`config.mk`:
```
export PLATFORM = sky130hd
export DESIGN_NAME = source_text_tokenizer_flat
export DESIGN_NICKNAME = d
export VERILOG_FILES = /design/src/stt_pkg.sv /design/src/stt_text_if.sv /design/src/stt_token_if.sv /design/src/stt_lexer.sv /design/src/stt_result_fifo.sv /design/src/source_text_tokenizer.sv /design/src/flat_wrapper.sv
export SDC_FILE = /design/constraint.sdc
export NUM_CORES = 2
export LEC_CHECK = 0
export ABC_AREA = 0
export BUFFER_PORTS_ARGS = -buffer_cell sky130_fd_sc_hd__buf_2
export CAP_MARGIN = 5
export CORE_ASPECT_RATIO = 1.25
export CORE_MARGIN = 4
export CORE_UTILIZATION = 60
export CTS_BUF_LIST = sky130_fd_sc_hd__clkbuf_4
export CTS_CLUSTER_DIAMETER = 40
export CTS_CLUSTER_SIZE = 12
export DETAILED_ROUTE_END_ITERATION = 7
export PLACE_DENSITY = 0.78
export SETUP_SLACK_MARGIN = 0.1
export SYNTH_ARGS = -nofsm -noshare
export SYNTH_HDL_FRONTEND = slang
export SYNTH_HIERARCHICAL = 1
export SYNTH_SLANG_ARGS = --single-unit
export TNS_END_PERCENT = 50
```
`constraint.sdc`:
```
create_clock -name clk -period 20.2 [get_ports clk]
set_input_delay 0 -clock clk [delete_from_list [all_inputs] [get_ports clk]]
set_output_delay 0 -clock clk [all_outputs]
set_load 0.01 [all_outputs]
```
`src/stt_pkg.sv`:
```
`timescale 1ns / 1ps
package stt_pkg;

	typedef enum logic [3:0] {
		M_IDLE, M_SLASH, M_STAR, M_EQ, M_BANG, M_DOT, M_LINE, M_BLOCK,
		M_BLOCK_STAR, M_WORD, M_STRING, M_ZERO, M_NUMBER, M_HEX, M_ERROR
	} mode_t;

	typedef struct packed {
		logic ovf;
		logic digit;
		logic after_e;
		logic expo;
		logic point;
		logic hex;
	} nflags_t;

	localparam logic [4:0] K_END     = 5'd0;
	localparam logic [4:0] K_ERROR   = 5'd1;
	localparam logic [4:0] K_NATURAL = 5'd2;
	localparam logic [4:0] K_REAL    = 5'd3;
	localparam logic [4:0] K_STRING  = 5'd4;
	localparam logic [4:0] K_IDENT   = 5'd5;
	localparam logic [4:0] K_TRUE    = 5'd6;
	localparam logic [4:0] K_FALSE   = 5'd7;
	localparam logic [4:0] K_FN      = 5'd8;
	localparam logic [4:0] K_VAR     = 5'd9;
	localparam logic [4:0] K_IF      = 5'd10;
	localparam logic [4:0] K_ELSE    = 5'd11;
	localparam logic [4:0] K_RETURN  = 5'd12;
	localparam logic [4:0] K_EQEQ    = 5'd13;
	localparam logic [4:0] K_NOTEQ   = 5'd14;
	localparam logic [4:0] K_PLUS    = 5'd15;
	localparam logic [4:0] K_MINUS   = 5'd16;
	localparam logic [4:0] K_STAR    = 5'd17;
	localparam logic [4:0] K_SLASH   = 5'd18;
	localparam logic [4:0] K_ASSIGN  = 5'd19;
	localparam logic [4:0] K_NOT     = 5'd20;
	localparam logic [4:0] K_LT      = 5'd21;
	localparam logic [4:0] K_GT      = 5'd22;
	localparam logic [4:0] K_LPAREN  = 5'd23;
	localparam logic [4:0] K_RPAREN  = 5'd24;
	localparam logic [4:0] K_LBRACE  = 5'd25;
	localparam logic [4:0] K_RBRACE  = 5'd26;
	localparam logic [4:0] K_COMMA   = 5'd27;
	localparam logic [4:0] K_SEMI    = 5'd28;

	localparam logic [3:0] E_NONE        = 4'd0;
	localparam logic [3:0] E_BAD_CHAR    = 4'd1;
	localparam logic [3:0] E_OPEN_BLOCK  = 4'd2;
	localparam logic [3:0] E_STRAY_CLOSE = 4'd3;
	localparam logic [3:0] E_LEAD_ZERO   = 4'd4;
	localparam logic [3:0] E_POINT       = 4'd5;
	localparam logic [3:0] E_SECOND_EXP  = 4'd6;
	localparam logic [3:0] E_NUM_CHAR    = 4'd7;
	localparam logic [3:0] E_RANGE       = 4'd8;
	localparam logic [3:0] E_MALFORMED   = 4'd9;
	localparam logic [3:0] E_ESCAPE      = 4'd10;
	localparam logic [3:0] E_OPEN_STRING = 4'd11;
	localparam logic [3:0] E_PUNCT       = 4'd12;

	typedef struct packed {
		logic [4:0]  token_kind;
		logic [3:0]  error_code;
		logic [23:0] start_pos;
		logic [23:0] end_pos;
		logic [63:0] natural_value;
		logic        last_of_item;
	} result_t;

	typedef struct packed {
		logic [1:0] count;
		result_t    r0;
		result_t    r1;
	} push_t;

	function automatic logic is_digit(input logic [7:0] c);
		return c >= "0" && c <= "9";
	endfunction

	function automatic logic is_alpha(input logic [7:0] c);
		return (c >= "a" && c <= "z") || (c >= "A" && c <= "Z");
	endfunction

	function automatic logic is_space(input logic [7:0] c);
		return c == " " || (c >= 8'd9 && c <= 8'd13);
	endfunction

	function automatic logic is_punct(input logic [7:0] c);
		return (c >= 8'd33 && c <= 8'd47) || (c >= 8'd58 && c <= 8'd64) ||
			(c >= 8'd91 && c <= 8'd96) || (c >= 8'd123 && c <= 8'd126);
	endfunction

	function automatic logic [4:0] hex_val(input logic [7:0] c);
		logic [4:0] v;
		v = 5'h10;
		if (is_digit(c)) v = {1'b0, 4'(c - "0")};
		else if (c >= "a" && c <= "f") v = {1'b0, 4'(c - "a" + 8'd10)};
		else if (c >= "A" && c <= "F") v = {1'b0, 4'(c - "A" + 8'd10)};
		return v;
	endfunction

	// Kind of a single-character operator, K_END when the byte is none.
	function automatic logic [4:0] single_op(input logic [7:0] c);
		logic [4:0] k;
		case (c)
			"+": k = K_PLUS;
			"-": k = K_MINUS;
			"<": k = K_LT;
			">": k = K_GT;
			"(": k = K_LPAREN;
			")": k = K_RPAREN;
			"{": k = K_LBRACE;
			"}": k = K_RBRACE;
			",": k = K_COMMA;
			";": k = K_SEMI;
			default: k = K_END;
		endcase
		return k;
	endfunction

	function automatic logic [4:0] word_kind(input logic [47:0] wc, input logic [2:0] wl);
		logic [4:0] k;
		k = K_IDENT;
		if (wl == 3'd4 && wc == 48'h0000_7472_7565) k = K_TRUE;
		else if (wl == 3'd5 && wc == 48'h0066_616C_7365) k = K_FALSE;
		else if (wl == 3'd2 && wc == 48'h0000_0000_666E) k = K_FN;
		else if (wl == 3'd3 && wc == 48'h0000_0076_6172) k = K_VAR;
		else if (wl == 3'd2 && wc == 48'h0000_0000_6966) k = K_IF;
		else if (wl == 3'd4 && wc == 48'h0000_656C_7365) k = K_ELSE;
		else if (wl == 3'd6 && wc == 48'h7265_7475_726E) k = K_RETURN;
		return k;
	endfunction

	function automatic result_t mk(input logic [4:0] kind, input logic [3:0] code,
		input logic [23:0] b, input logic [23:0] e, input logic [63:0] v);
		result_t r;
		r.token_kind    = kind;
		r.error_code    = code;
		r.start_pos     = b;
		r.end_pos       = e;
		r.natural_value = v;
		r.last_of_item  = 1'b0;
		return r;
	endfunction

endpackage

```
`src/stt_text_if.sv`:
```
`timescale 1ns / 1ps
interface stt_text_if;
	logic       valid;
	logic       ready;
	logic [7:0] byte_in;
	logic       end_of_input;

	modport source(output valid, output byte_in, output end_of_input, input ready);
	modport sink(input valid, input byte_in, input end_of_input, output ready);
endinterface

```
`src/stt_token_if.sv`:
```
`timescale 1ns / 1ps
interface stt_token_if;
	logic        valid;
	logic        ready;
	logic [4:0]  token_kind;
	logic [3:0]  error_code;
	logic [23:0] start_pos;
	logic [23:0] end_pos;
	logic [63:0] natural_value;
	logic        last_of_item;

	modport source(output valid, output token_kind, output error_code, output start_pos,
		output end_pos, output natural_value, output last_of_item, input ready);
	modport sink(input valid, input token_kind, input error_code, input start_pos,
		input end_pos, input natural_value, input last_of_item, output ready);
endinterface

```
`src/stt_lexer.sv`:
```
`timescale 1ns / 1ps
module stt_lexer #(
	parameter int POS_BITS = 24
) (
	input  logic          clk,
	input  logic          arst_n,
	input  logic          step,
	input  logic [7:0]    byte_in,
	input  logic          end_of_input,
	output stt_pkg::push_t push
);
	import stt_pkg::*;

	mode_t                mode_q, mode_n;
	logic [POS_BITS-1:0]  pos_q, pos_n, ts_q, ts_n;
	logic [47:0]          wc_q, wc_n;
	logic [2:0]           wl_q, wl_n;
	nflags_t              fl_q, fl_n;
	logic [63:0]          acc_q, acc_n;

	result_t              res [2];
	logic [1:0]           cnt;
	logic                 restart, do_num, do_fin, skip;
	logic [POS_BITS-1:0]  p1, ts1, ts2;
	logic [23:0]          po, p1o, tso, ts1o, ts2o;
	logic [67:0]          acc10;
	logic [4:0]           hv, op;
	logic [4:0]           fin_kind;
	logic [3:0]           fin_code;
	logic [63:0]          fin_val;

	function automatic logic [POS_BITS-1:0] sat_inc(input logic [POS_BITS-1:0] p);
		return (&p) ? p : p + 1'b1;
	endfunction

	function automatic logic [23:0] clamp(input logic [POS_BITS-1:0] p);
		logic [47:0] w;
		w = 48'(p);
		return (|w[47:24]) ? 24'hFFFFFF : w[23:0];
	endfunction

	always_comb begin
		p1   = sat_inc(pos_q);
		ts1  = sat_inc(ts_q);
		ts2  = sat_inc(ts1);
		po   = clamp(pos_q);
		p1o  = clamp(p1);
		tso  = clamp(ts_q);
		ts1o = clamp(ts1);
		ts2o = clamp(ts2);
		acc10 = ({4'b0, acc_q} << 3) + ({4'b0, acc_q} << 1) + 68'(byte_in[3:0]);
		hv   = hex_val(byte_in);
		op   = single_op(byte_in);

		// Closing a number: hex needs a digit, an exponent needs a digit.
		fin_val = 64'd0;
		if (fl_q.hex) begin
			if (!fl_q.digit) begin
				fin_kind = K_ERROR; fin_code = E_MALFORMED;
			end else if (fl_q.ovf) begin
				fin_kind = K_ERROR; fin_code = E_RANGE;
			end else begin
				fin_kind = K_NATURAL; fin_code = E_NONE; fin_val = acc_q;
			end
		end else if (fl_q.point || fl_q.expo) begin
			if (fl_q.expo && !fl_q.digit) begin
				fin_kind = K_ERROR; fin_code = E_MALFORMED;
			end else begin
				fin_kind = K_REAL; fin_code = E_NONE;
			end
		end else if (fl_q.ovf) begin
			fin_kind = K_ERROR; fin_code = E_RANGE;
		end else begin
			fin_kind = K_NATURAL; fin_code = E_NONE; fin_val = acc_q;
		end
	end

	always_comb begin
		mode_n = mode_q; pos_n = pos_q; ts_n = ts_q; wc_n = wc_q; wl_n = wl_q;
		fl_n = fl_q; acc_n = acc_q;
		res[0] = mk(K_END, E_NONE, 24'd0, 24'd0, 64'd0);
		res[1] = res[0];
		cnt = 2'd0;
		restart = 1'b0; do_num = 1'b0; do_fin = 1'b0; skip = 1'b0;

		if (end_of_input) begin
			unique case (mode_q)
				M_SLASH: begin res[0] = mk(K_SLASH, E_NONE, tso, ts1o, 64'd0); cnt = 2'd1; end
				M_STAR: begin res[0] = mk(K_STAR, E_NONE, tso, ts1o, 64'd0); cnt = 2'd1; end
				M_EQ: begin res[0] = mk(K_ASSIGN, E_NONE, tso, ts1o, 64'd0); cnt = 2'd1; end
				M_BANG: begin res[0] = mk(K_NOT, E_NONE, tso, ts1o, 64'd0); cnt = 2'd1; end
				M_DOT: begin
					res[0] = mk(K_ERROR, E_PUNCT, tso, ts1o, 64'd0); cnt = 2'd1;
				end
				M_BLOCK, M_BLOCK_STAR: begin
					res[0] = mk(K_ERROR, E_OPEN_BLOCK, tso, ts2o, 64'd0); cnt = 2'd1;
				end
				M_WORD: begin
					res[0] = mk(word_kind(wc_q, wl_q), E_NONE, tso, po, 64'd0); cnt = 2'd1;
				end
				M_STRING: begin
					res[0] = mk(K_ERROR, E_OPEN_STRING, tso, ts1o, 64'd0); cnt = 2'd1;
				end
				M_ZERO, M_NUMBER, M_HEX: begin
					res[0] = mk(fin_kind, fin_code, tso, po, fin_val); cnt = 2'd1;
				end
				default: ;
			endcase
			res[cnt[0]] = mk(K_END, E_NONE, po, po, 64'd0);
			cnt = cnt + 2'd1;
			mode_n = M_IDLE; pos_n = '0; ts_n = '0; wc_n = '0; wl_n = '0;
			fl_n = '0; acc_n = '0;
		end else begin
			pos_n = p1;
			unique case (mode_q)
				M_ERROR: ;
				M_SLASH: begin
					if (byte_in == "/") mode_n = M_LINE;
					else if (byte_in == "*") mode_n = M_BLOCK;
					else begin
						res[0] = mk(K_SLASH, E_NONE, tso, ts1o, 64'd0); cnt = 2'd1;
						restart = 1'b1;
					end
				end
				M_STAR: begin
					if (byte_in == "/") begin
						res[0] = mk(K_ERROR, E_STRAY_CLOSE, tso, ts2o, 64'd0); cnt = 2'd1;
						mode_n = M_ERROR;
					end else begin
						res[0] = mk(K_STAR, E_NONE, tso, ts1o, 64'd0); cnt = 2'd1;
						restart = 1'b1;
					end
				end
				M_EQ, M_BANG: begin
					if (byte_in == "=") begin
						res[0] = mk((mode_q == M_EQ) ? K_EQEQ : K_NOTEQ, E_NONE, tso, p1o, 64'd0);
						cnt = 2'd1;
						mode_n = M_IDLE;
					end else begin
						res[0] = mk((mode_q == M_EQ) ? K_ASSIGN : K_NOT, E_NONE, tso, ts1o,
							64'd0);
						cnt = 2'd1;
						restart = 1'b1;
					end
				end
				M_DOT: begin
					if (is_digit(byte_in)) begin
						fl_n = '0; fl_n.point = 1'b1; acc_n = '0; mode_n = M_NUMBER;
					end else begin
						res[0] = mk(K_ERROR, E_PUNCT, tso, ts1o, 64'd0); cnt = 2'd1;
						mode_n = M_ERROR;
					end
				end
				M_LINE: if (byte_in == 8'h0A) mode_n = M_IDLE;
				M_BLOCK: if (byte_in == "*") mode_n = M_BLOCK_STAR;
				M_BLOCK_STAR: begin
					if (byte_in == "/") mode_n = M_IDLE;
					else if (byte_in != "*") mode_n = M_BLOCK;
				end
				M_WORD: begin
					if (is_alpha(byte_in) || is_digit(byte_in) || byte_in == "_") begin
						if (wl_q < 3'd6) wc_n = {wc_q[39:0], byte_in};
						if (wl_q < 3'd7) wl_n = wl_q + 3'd1;
					end else begin
						res[0] = mk(word_kind(wc_q, wl_q), E_NONE, tso, po, 64'd0); cnt = 2'd1;
						restart = 1'b1;
					end
				end
				M_STRING: begin
					if (byte_in == "\"") begin
						res[0] = mk(K_STRING, E_NONE, tso, p1o, 64'd0); cnt = 2'd1;
						mode_n = M_IDLE;
					end else if (byte_in == "\\") begin
						res[0] = mk(K_ERROR, E_ESCAPE, po, p1o, 64'd0); cnt = 2'd1;
						mode_n = M_ERROR;
					end
				end
				M_ZERO: begin
					if (is_digit(byte_in)) begin
						res[0] = mk(K_ERROR, E_LEAD_ZERO, tso, ts1o, 64'd0); cnt = 2'd1;
						mode_n = M_ERROR;
					end else if (byte_in == "x" || byte_in == "X") begin
						fl_n = '0; fl_n.hex = 1'b1; acc_n = '0; mode_n = M_HEX;
					end else begin
						mode_n = M_NUMBER; do_num = 1'b1;
					end
				end
				M_NUMBER: do_num = 1'b1;
				M_HEX: begin
					if (byte_in == ".") begin
						res[0] = mk(K_ERROR, E_POINT, po, p1o, 64'd0); cnt = 2'd1;
						mode_n = M_ERROR;
					end else if (!hv[4]) begin
						fl_n.digit = 1'b1;
						if (!fl_q.ovf) begin
							if (|acc_q[63:60]) fl_n.ovf = 1'b1;
							else acc_n = {acc_q[59:0], hv[3:0]};
						end
					end else if (is_space(byte_in) || is_punct(byte_in)) do_fin = 1'b1;
					else begin
						res[0] = mk(K_ERROR, E_NUM_CHAR, po, p1o, 64'd0); cnt = 2'd1;
						mode_n = M_ERROR;
					end
				end
				default: restart = 1'b1;
			endcase

			// Decimal or real number body.
			if (do_num) begin
				if (fl_q.after_e) begin
					fl_n.after_e = 1'b0;
					if (byte_in == "-") skip = 1'b1;
				end
				if (!skip) begin
					if (byte_in == ".") begin
						if (fl_q.point || fl_q.expo) begin
							res[0] = mk(K_ERROR, E_POINT, po, p1o, 64'd0); cnt = 2'd1;
							mode_n = M_ERROR;
						end else fl_n.point = 1'b1;
					end else if (byte_in == "e" || byte_in == "E") begin
						if (fl_q.expo) begin
							res[0] = mk(K_ERROR, E_SECOND_EXP, po, p1o, 64'd0); cnt = 2'd1;
							mode_n = M_ERROR;
						end else begin
							fl_n.expo = 1'b1; fl_n.after_e = 1'b1;
						end
					end else if (is_space(byte_in) || is_punct(byte_in)) begin
						do_fin = 1'b1;
					end else if (is_digit(byte_in)) begin
						if (fl_q.expo) fl_n.digit = 1'b1;
						else if (!(fl_q.point || fl_q.ovf)) begin
							if (|acc10[67:64]) fl_n.ovf = 1'b1;
							else acc_n = acc10[63:0];
						end
					end else begin
						res[0] = mk(K_ERROR, E_NUM_CHAR, po, p1o, 64'd0); cnt = 2'd1;
						mode_n = M_ERROR;
					end
				end
			end

			if (do_fin) begin
				res[0] = mk(fin_kind, fin_code, tso, po, fin_val); cnt = 2'd1;
				if (fin_kind == K_ERROR) mode_n = M_ERROR;
				else restart = 1'b1;
			end

			// Fresh start from between tokens.
			if (restart) begin
				mode_n = M_IDLE;
				ts_n = pos_q;
				if (is_space(byte_in)) mode_n = M_IDLE;
				else if (byte_in == "/") mode_n = M_SLASH;
				else if (byte_in == "*") mode_n = M_STAR;
				else if (byte_in == "=") mode_n = M_EQ;
				else if (byte_in == "!") mode_n = M_BANG;
				else if (is_digit(byte_in)) begin
					fl_n = '0;
					acc_n = 64'(byte_in[3:0]);
					mode_n = (byte_in == "0") ? M_ZERO : M_NUMBER;
				end else if (byte_in == ".") mode_n = M_DOT;
				else if (byte_in == "_" || is_alpha(byte_in)) begin
					wc_n = {40'd0, byte_in}; wl_n = 3'd1; mode_n = M_WORD;
				end else if (byte_in == "\"") mode_n = M_STRING;
				else if (op != K_END) begin
					res[cnt[0]] = mk(op, E_NONE, po, p1o, 64'd0); cnt = cnt + 2'd1;
				end else begin
					res[cnt[0]] = mk(K_ERROR, is_punct(byte_in) ? E_PUNCT : E_BAD_CHAR, po, p1o,
						64'd0);
					cnt = cnt + 2'd1;
					mode_n = M_ERROR;
				end
			end
		end

		if (cnt == 2'd1) res[0].last_of_item = 1'b1;
		res[1].last_of_item = 1'b1;
		push.count = step ? cnt : 2'd0;
		push.r0 = res[0];
		push.r1 = res[1];
	end

	always_ff @(posedge clk or negedge arst_n) begin
		if (!arst_n) begin
			mode_q <= M_IDLE;
			pos_q  <= '0;
			ts_q   <= '0;
			wc_q   <= '0;
			wl_q   <= '0;
			fl_q   <= '0;
			acc_q  <= '0;
		end else if (step) begin
			mode_q <= mode_n;
			pos_q  <= pos_n;
			ts_q   <= ts_n;
			wc_q   <= wc_n;
			wl_q   <= wl_n;
			fl_q   <= fl_n;
			acc_q  <= acc_n;
		end
	end
endmodule

```
`src/stt_result_fifo.sv`:
```
`timescale 1ns / 1ps
module stt_result_fifo (
	input  logic            clk,
	input  logic            arst_n,
	input  stt_pkg::push_t  push,
	input  logic            pop,
	output logic            has_room,
	output logic            not_empty,
	output stt_pkg::result_t head
);
	import stt_pkg::*;

	result_t    mem_q [4];
	logic [1:0] wr_q, rd_q;
	logic [2:0] cnt_q;

	assign has_room  = cnt_q <= 3'd2;
	assign not_empty = cnt_q != 3'd0;
	assign head      = mem_q[rd_q];

	always_ff @(posedge clk) begin
		if (push.count != 2'd0) mem_q[wr_q] <= push.r0;
		if (push.count == 2'd2) mem_q[wr_q + 2'd1] <= push.r1;
	end

	always_ff @(posedge clk or negedge arst_n) begin
		if (!arst_n) begin
			wr_q  <= '0;
			rd_q  <= '0;
			cnt_q <= '0;
		end else begin
			wr_q  <= wr_q + push.count;
			rd_q  <= rd_q + 2'(pop);
			cnt_q <= cnt_q + 3'(push.count) - 3'(pop);
		end
	end
endmodule

```
`src/source_text_tokenizer.sv`:
```
`timescale 1ns / 1ps
// Channel  Direction  Payload
// text     in         byte_in, end_of_input
// tokens   out        token_kind, error_code, start_pos, end_pos, natural_value,
//                     last_of_item
//
// Each accepted byte is held in an input register and is then lexed against the lexer
// state, giving zero, one or two tokens that enter a four-entry result queue. A new
// byte can be taken every cycle while the queue has room for two more tokens; the two
// tokens of one item leave the queue one per token transfer.
// Reset clears the lexer to between tokens at position zero and empties the queue.
// A stall on the token side fills the queue and then holds the input register.
module source_text_tokenizer #(
	parameter int POS_BITS = 24
) (
	input  logic  clk,
	input  logic  arst_n,
	stt_text_if.sink    text,
	stt_token_if.source tokens
);
	import stt_pkg::*;

	logic       valid_s1;
	logic [7:0] byte_s1;
	logic       eoi_s1;
	logic       advance;
	logic       has_room;
	logic       not_empty;
	push_t      push;
	result_t    head;

	// The held byte is lexed when the queue can absorb two tokens.
	assign advance    = valid_s1 && has_room;
	assign text.ready = !valid_s1 || advance;

	always_ff @(posedge clk or negedge arst_n) begin
		if (!arst_n) begin
			valid_s1 <= 1'b0;
		end else if (text.ready) begin
			valid_s1 <= text.valid;
		end
	end

	always_ff @(posedge clk) begin
		if (text.ready && text.valid) begin
			byte_s1 <= text.byte_in;
			eoi_s1  <= text.end_of_input;
		end
	end

	stt_lexer #(.POS_BITS(POS_BITS)) u_lexer (
		.clk          (clk),
		.arst_n       (arst_n),
		.step         (advance),
		.byte_in      (byte_s1),
		.end_of_input (eoi_s1),
		.push         (push)
	);

	stt_result_fifo u_queue (
		.clk       (clk),
		.arst_n    (arst_n),
		.push      (push),
		.pop       (tokens.valid && tokens.ready),
		.has_room  (has_room),
		.not_empty (not_empty),
		.head      (head)
	);

	// Each token transfer pops the head of the queue.
	assign tokens.valid         = not_empty;
	assign tokens.token_kind    = head.token_kind;
	assign tokens.error_code    = head.error_code;
	assign tokens.start_pos     = head.start_pos;
	assign tokens.end_pos       = head.end_pos;
	assign tokens.natural_value = head.natural_value;
	assign tokens.last_of_item  = head.last_of_item;
endmodule
```
`src/flat_wrapper.sv`:
```
// flat-port wrapper written by rule: the top's interface ports become plain ports
module source_text_tokenizer_flat import stt_pkg::*;
#(
	parameter int POS_BITS = 24
)
  (clk, arst_n, text_valid, text_byte_in, text_end_of_input, text_ready, tokens_valid, tokens_token_kind, tokens_error_code, tokens_start_pos, tokens_end_pos, tokens_natural_value, tokens_last_of_item, tokens_ready);
  stt_text_if text_i ();
  stt_token_if tokens_i ();
  input  logic clk;
  input  logic arst_n;
  input wire logic [$bits(text_i.valid)-1:0] text_valid;
  input wire logic [$bits(text_i.byte_in)-1:0] text_byte_in;
  input wire logic [$bits(text_i.end_of_input)-1:0] text_end_of_input;
  output wire logic [$bits(text_i.ready)-1:0] text_ready;
  output wire logic [$bits(tokens_i.valid)-1:0] tokens_valid;
  output wire logic [$bits(tokens_i.token_kind)-1:0] tokens_token_kind;
  output wire logic [$bits(tokens_i.error_code)-1:0] tokens_error_code;
  output wire logic [$bits(tokens_i.start_pos)-1:0] tokens_start_pos;
  output wire logic [$bits(tokens_i.end_pos)-1:0] tokens_end_pos;
  output wire logic [$bits(tokens_i.natural_value)-1:0] tokens_natural_value;
  output wire logic [$bits(tokens_i.last_of_item)-1:0] tokens_last_of_item;
  input wire logic [$bits(tokens_i.ready)-1:0] tokens_ready;
  assign text_i.valid = text_valid;
  assign text_i.byte_in = text_byte_in;
  assign text_i.end_of_input = text_end_of_input;
  assign text_ready = text_i.ready;
  assign tokens_valid = tokens_i.valid;
  assign tokens_token_kind = tokens_i.token_kind;
  assign tokens_error_code = tokens_i.error_code;
  assign tokens_start_pos = tokens_i.start_pos;
  assign tokens_end_pos = tokens_i.end_pos;
  assign tokens_natural_value = tokens_i.natural_value;
  assign tokens_last_of_item = tokens_i.last_of_item;
  assign tokens_i.ready = tokens_ready;
  source_text_tokenizer #(.POS_BITS(POS_BITS)) u_core (.clk(clk), .arst_n(arst_n), .text(text_i), .tokens(tokens_i));
endmodule
```
Word-level counts from Yosys, hierarchy flattened
Memory sizes are Yosys's and may differ from the RTL's.
Index checks and enable logic that the tools add are counted.

storage, ports and cells
  register bits = 190
  input bits = 13
  memories kept = 1
  word-level logic and storage cells = 442
  RAM bits = 488

memory list
  memory                depth  width  read ports  clocked after Yosys merged registers in  write ports  line                   text
  u_core.u_queue.mem_q  4      122    1           0                                        2            stt_result_fifo.sv:13  result_t mem_q [4];

operators by class
  bitwise operators = 2
  reductions and logical operators = 55
  magnitude comparators = 25
  muxes and demuxes = 268
  equality and inequality tests = 55
  add/subtract/negate cells = 18

operator list
  kind                                                                      number
  244-bit two-way mux                                                       12
  122-bit two-way mux                                                       18
  64-bit two-way mux                                                        28
  122-bit case mux with 9 select lines                                      1
  122-bit case mux with 8 select lines                                      1
  244-bit bitwise mux                                                       3
  118-bit two-way mux                                                       6
  48-bit two-way mux                                                        13
  122-bit demux with 1-bit select                                           2
  64-bit case mux with 3 select lines                                       1
  4-bit two-way mux                                                         43
  24-bit two-way mux                                                        6
  8-bit by 6-bit equality test with 1-bit output (second input constant)    16
  120-bit two-way mux                                                       1
  48-bit by 15-bit equality test with 1-bit output (second input constant)  2
  48-bit by 31-bit equality test with 1-bit output (second input constant)  2
  24-bit by 1-bit adder with 24-bit output (second input constant)          3
  2-bit two-way mux                                                         36
  24-bit AND reduction                                                      3
  67-bit by 65-bit adder with 68-bit output                                 1
  68-bit by 4-bit adder with 68-bit output                                  1
  6-bit two-way mux                                                         11
  5-bit two-way mux                                                         13
  8-bit by 7-bit equality test with 1-bit output (second input constant)    8
  54 further kinds                                                          192

Longest topological paths before layout
  depth after elaboration = 37
  mapped depth = 24
  depth with buffers taken out = 21

Cells and area by module
Netlist, hierarchy kept.

by module, submodules not included
  module                 area an instance (µm²)  instances  sequential area each (µm²)  cells an instance
  stt_result_fifo        24461.0                 1          14829.2                     1220
  stt_lexer              20731.1                 1          4329.2                      2760
  source_text_tokenizer  336.6                   1          295.3                       15

Least setup slack after synthesis
OpenSTA, ideal clock, no wires.

  path kind = flip-flop to flip-flop
  start = register u_core.byte_s1[1]
  end = memory u_core/u_queue/mem_q[0][0] in the netlist's numbering, enable pin
  data required time = 19417 ps
  clock period less this slack = 14010 ps
  path buffers = 3
  data arrival time = 13227 ps
  path slack = 6190 ps
  setup time = 783 ps
  stages on the path, launching flop included = 20
  path through = edfxtp_1 clkbuf_1 inv_1 ha_1 buf_2 nand2b_1 or4_1 o21ai_0 a221oi_1 nor3_1 or3_1 buf_2 nor3_2 inv_1 ha_1 nor2_1 a211o_1 a21oi_1 nor2_1 o31ai_1

RTL lines
  element                   line                         text
  start: declaration        source_text_tokenizer.sv:24  logic [7:0] byte_s1;
  start signal: assignment  source_text_tokenizer.sv:46  byte_s1 <= text.byte_in;
  end: declaration          stt_result_fifo.sv:13

==> summary.txt <==
Synth
  – Syn_area_per_cell: 11.4 µm²
  – Synth cell types: 107
  – Main synth FF type: edfxtp_1
  – Ys async rst share: 26.7%
  – Number of synthesized flops with an enable pin: 497
  – Synthesized instance count: 3995
  – Post-synthesis sequential area ratio: 42.7%
  – Register bit count reported by yosys: 678
  – Total of warnings raised by yosys: 6
  – Mapped Area: ~46000 µm²

Placed design
  – Post-Place Setup Slack: 12.12 ns
  – Area after DPL: 46200 µm²
  – DP HPWL: 91.2 mm
  – Placer Congestion: approximately 1.1
  – PortBufs: 136

Clock tree
  – CTS Buf Count: 88
  – Max Root-Sink Buffers: 3
  – Post-CTS Setup Bufs: 0
  – CTS tree: yes
  – Root Driver: clkbuf_4
  – Worst-path clk slew: 0.11 ns
  – # H-tree levels: 3
  – Worst-Skew Late Latency: 1.01 ns
  – Clock sinks: between 600 and 700

Die
  – Die area: 80400 µm²
  – Die Ht: 316 µm
  – Ports: ~140
  – # rows: around 110
  – Initial Util: 60.7%
  – Core area: 75000 µm²
  – Die width: roughly 250 µm

Critical path
  – Top delay family on crit path: compound AO/OA/AOI/OAI gates
  – Crit path launch: u_core/byte_s1[1]
  – CP Launch Type: flop
  – CP cell instances: inv_1 > ha_1 > o21bai_1 > a211o_1 > a32o_1 > nand4_2 > a21oi_1 > or3_1 > buf_4 > nor3_2 > inv_1 > ha_1 > nand4_1 > nor2_1 > nor2_1 > nor2_1 > and4bb_4 > o21bai_4 > buf_4 > buf_4
  – CP arrival: ~8.9 ns
  – Worst Path Buf+Inv: 5
  – Crit. End Element: flop
  – Required @ worst endpoint: approximately 21 ns
  – R2r setup slk: 11.94 ns
  – R2R depth: 20
  – R2r startpoint: u_core/byte_s1[1]
  – Max incr delay on CP: 0.84 ns
  – Slowest-stage cell, CP: buf_4
  – CP Class: flop to flop
  – Critical Path Fanout Max: 61
  – R2r endpoint: u_core/u_queue/mem_q[2][3]

Drt
  – Post-DRT Antenna Nets: 0
  – DR WL/cell: 26.9 µm
  – DRC viols: 0
  – Detailed Route Iter0 Violations: 3887
  – Vias: 34.7k
  – DRT Wirelength: 135 mm
  – Post-DR vias/cell: 6.91
  – DRT Pass-1 Iters: 7

Job
  – Max-Cap Viols: 0

Pwr
  – Sw frac: 41.4%
  – P_sw: roughly 2.3 mW
  – Clock power frac: 17.0%
  – Flop pwr share: a little under two fifths
  – Overall power: between 5 and 6 mW
  – Combinational share of power: between 40% and 50%
  – Cell Pwr Density: 115 nW/µm²
  – Leakage: 19.1 nW
  – Pint: between 3 and 4 mW
  – VDD IR max: ~0.1 mV

Cells and area
  – Final Instance Area: 47900 µm²
  – Commonest non-fill, non-tap cell in the layout: edfxtp_1
  – Fraction of layout cells with a size suffix above 1: 23.4%
  – Post-layout util: 63.9%
  – Fillers: between 5k and 6k
  – FF/Latch Area: 19500 µm²
  – Synthesis-to-layout area growth: 5.29%
  – # nets final: 4142
  – Area of the multi-input gates: about 24000 µm²
  – Commonest cells after routing, fill and taps aside: edfxtp_1 (497), nand2_1 (312), mux2_2 (262)

STA
  – Max frequency: 121 MHz
  – Setup Skew: 0.139 ns
  – Relative slew slack: 11.6%
  – Crit share post-route: 40.9%
  – Final Hold Viols: 0
  – Final min period: 8.26 ns
  – RSZ-0062 raised after global routing: false
  – Max-slew violation count: 0
  – Least-Margin Pin Slew: around 1.3 ns
  – TNS Setup: 0 ns
  – Worst Slack Setup Final: 11.94 ns
  – Final setup viols: 0

Hold path
  – Hold Path End: u_core/u_queue/rd_q[0]
  – Hold_sp: tokens_ready
  – Hold path depth: 4
  – Worst Hold Class: primary input to flop

Global route
  – Largest net degree at the start of global routing: about 120
  – Vias in the first global route: between 30k and 40k
  – GRT Resource Usage Total: 33.2%
  – First-pass GRT wire length: 207 mm
  – GRT overflow: 0
  – Initial antenna violation count: 3

Outcome
  – Outcome: finished clean
==> routing by layer <==
| layer | vias up | track usage, % | wire length, µm |
|---|---|---|---|
| met4 | 0 | 20.0 | 9680 |
| met1 | 16958 | 39.8 | 49200 |
| met2 | 1849 | 56.2 | 65900 |
| li1 | 15418 | - | - |
| met3 | 523 | 5.80 | 10700 |
| met5 | - | 0 | 0 |
==> sequential cells by signal, summed over array words and instances, names as in the netlist <==
register,cells
u_core/byte_s1,8
u_core/eoi_s1,1
u_core/u_lexer/wc_q,48
u_core/u_lexer/ts_q,24
u_core/u_queue/wr_q,2
u_core/valid_s1,1
u_core/u_lexer/mode_q,4
u_core/u_lexer/po,24
u_core/u_lexer/fl_q,6
u_core/u_queue/mem_q,488
u_core/u_queue/cnt_q,3
u_core/u_queue/rd_q,2
u_core/u_lexer/acc_q,64
u_core/u_lexer/wl_q,3
==> area by class of cell <==
cell class | instances | area share, %
Clock buffer | 102 | 1.60
Inverter | 56 | 0.441
Timing Repair Buffer | 222 | 2.97
Clock inverter | 63 | 1.40
Tap cell | 969 | 2.53
Multi-Input combinational cell | 2935 | 50.4
Sequential cell | 678 | 40.6
Antenna cell | 5 | 0.0261
==> Yosys cell counts, drive strengths merged (12+ instances only) <==
cell type / count / area, µm²
o211ai: 29 / 218
nand2b: 26 / 170
inv: 54 / 203
o21a: 18 / 135
o31ai: 25 / 206
xnor2: 73 / 639
a211oi: 29 / 223
a22o: 129 / 1130
o21ai: 195 / 980
edfxtp: 497 / 14900
buf: 192 / 1300
o22ai: 22 / 138
nand3: 80 / 405
a21o: 40 / 300
nor2b: 18 / 113
a32o: 17 / 170
nor4: 25 / 184
dfrtp: 181 / 4530
a22oi: 34 / 255
xor2: 50 / 438
a21oi: 189 / 946
a221oi: 49 / 429
o2bb2ai: 23 / 201
a221o: 27 / 270
or2: 12 / 75.1
nor2: 199 / 749
mux2: 491 / 6090
and3: 91 / 569
clkbuf: 198 / 746
a31oi: 45 / 282
mux4: 122 / 2750
nand2: 312 / 1170
and2: 40 / 253
nand4: 52 / 338
nor3: 59 / 333
mux2i: 13 / 130
ha: 145 / 1810
==> kinds of logic after synthesis <==
kind of cell | share of synthesized area (%)
DFF | 42.7
xor gates and xnor gates | 2.37
AOI/OAI and AO/OA | 15.1
adders and majority gates | 4.12
buffers and inverters | 4.95
muxes | 19.7
other | 0.0165
and+or+nand+nor | 11.0
==> worst max-delay path by stage <==
stage / endpoint / slack (ns) / cells after the start
after floorplan: u_core/u_queue/mem_q[0][0] / 6.19 / 19
after global placement: u_core/u_queue/mem_q[2][25] / 12.26 / 19
after detailed placement: u_core/u_queue/mem_q[2][29] / 12.12 / 19
after CTS: u_core/u_queue/mem_q[2][54] / 12.16 / 19
after global routing: u_core/u_queue/mem_q[2][3] / 11.65 / 20
final: u_core/u_queue/mem_q[2][3] / 11.94 / 20
==> through the flow <==
stage	hold slack [ns]	instances
6_report	0.119	5030
5_1_grt	0.0678	5028
4_1_cts	0.0428	5025
3_5_place_dp	0.113	4836
3_3_place_gp	0.106	4836
2_1_floorplan	-0.296	4059
==> what timing repair did <==
item | in CTS | in global routing
resized for setup | 0 | 0
hold endpoints to repair | 159 | 0
hold buffers | 24 | 0
==> power by group through the flow <==
| stage | Clock, mW | Combinational (mW) | Sequential (mW) |
|---|---|---|---|
| floorplan | 0 | 1.70 | 2.07 |
| global placement | 0 | 2.45 | 2.08 |
| detailed placement | 0 | 2.47 | 2.10 |
| CTS | 0.961 | 2.48 | 2.07 |
| global route | 1.02 | 2.65 | 2.09 |
| finish | 0.942 | 2.52 | 2.07 |
==> tightest hold or removal path, delay by kind of cell <==
kind / cells / cell delay, ns
simple gates: 1 / 0.26
buf+inv: 2 / 0.61
fa+ha+maj: 1 / 0.18
No activity file was read; power rests on OpenSTA's default activity.
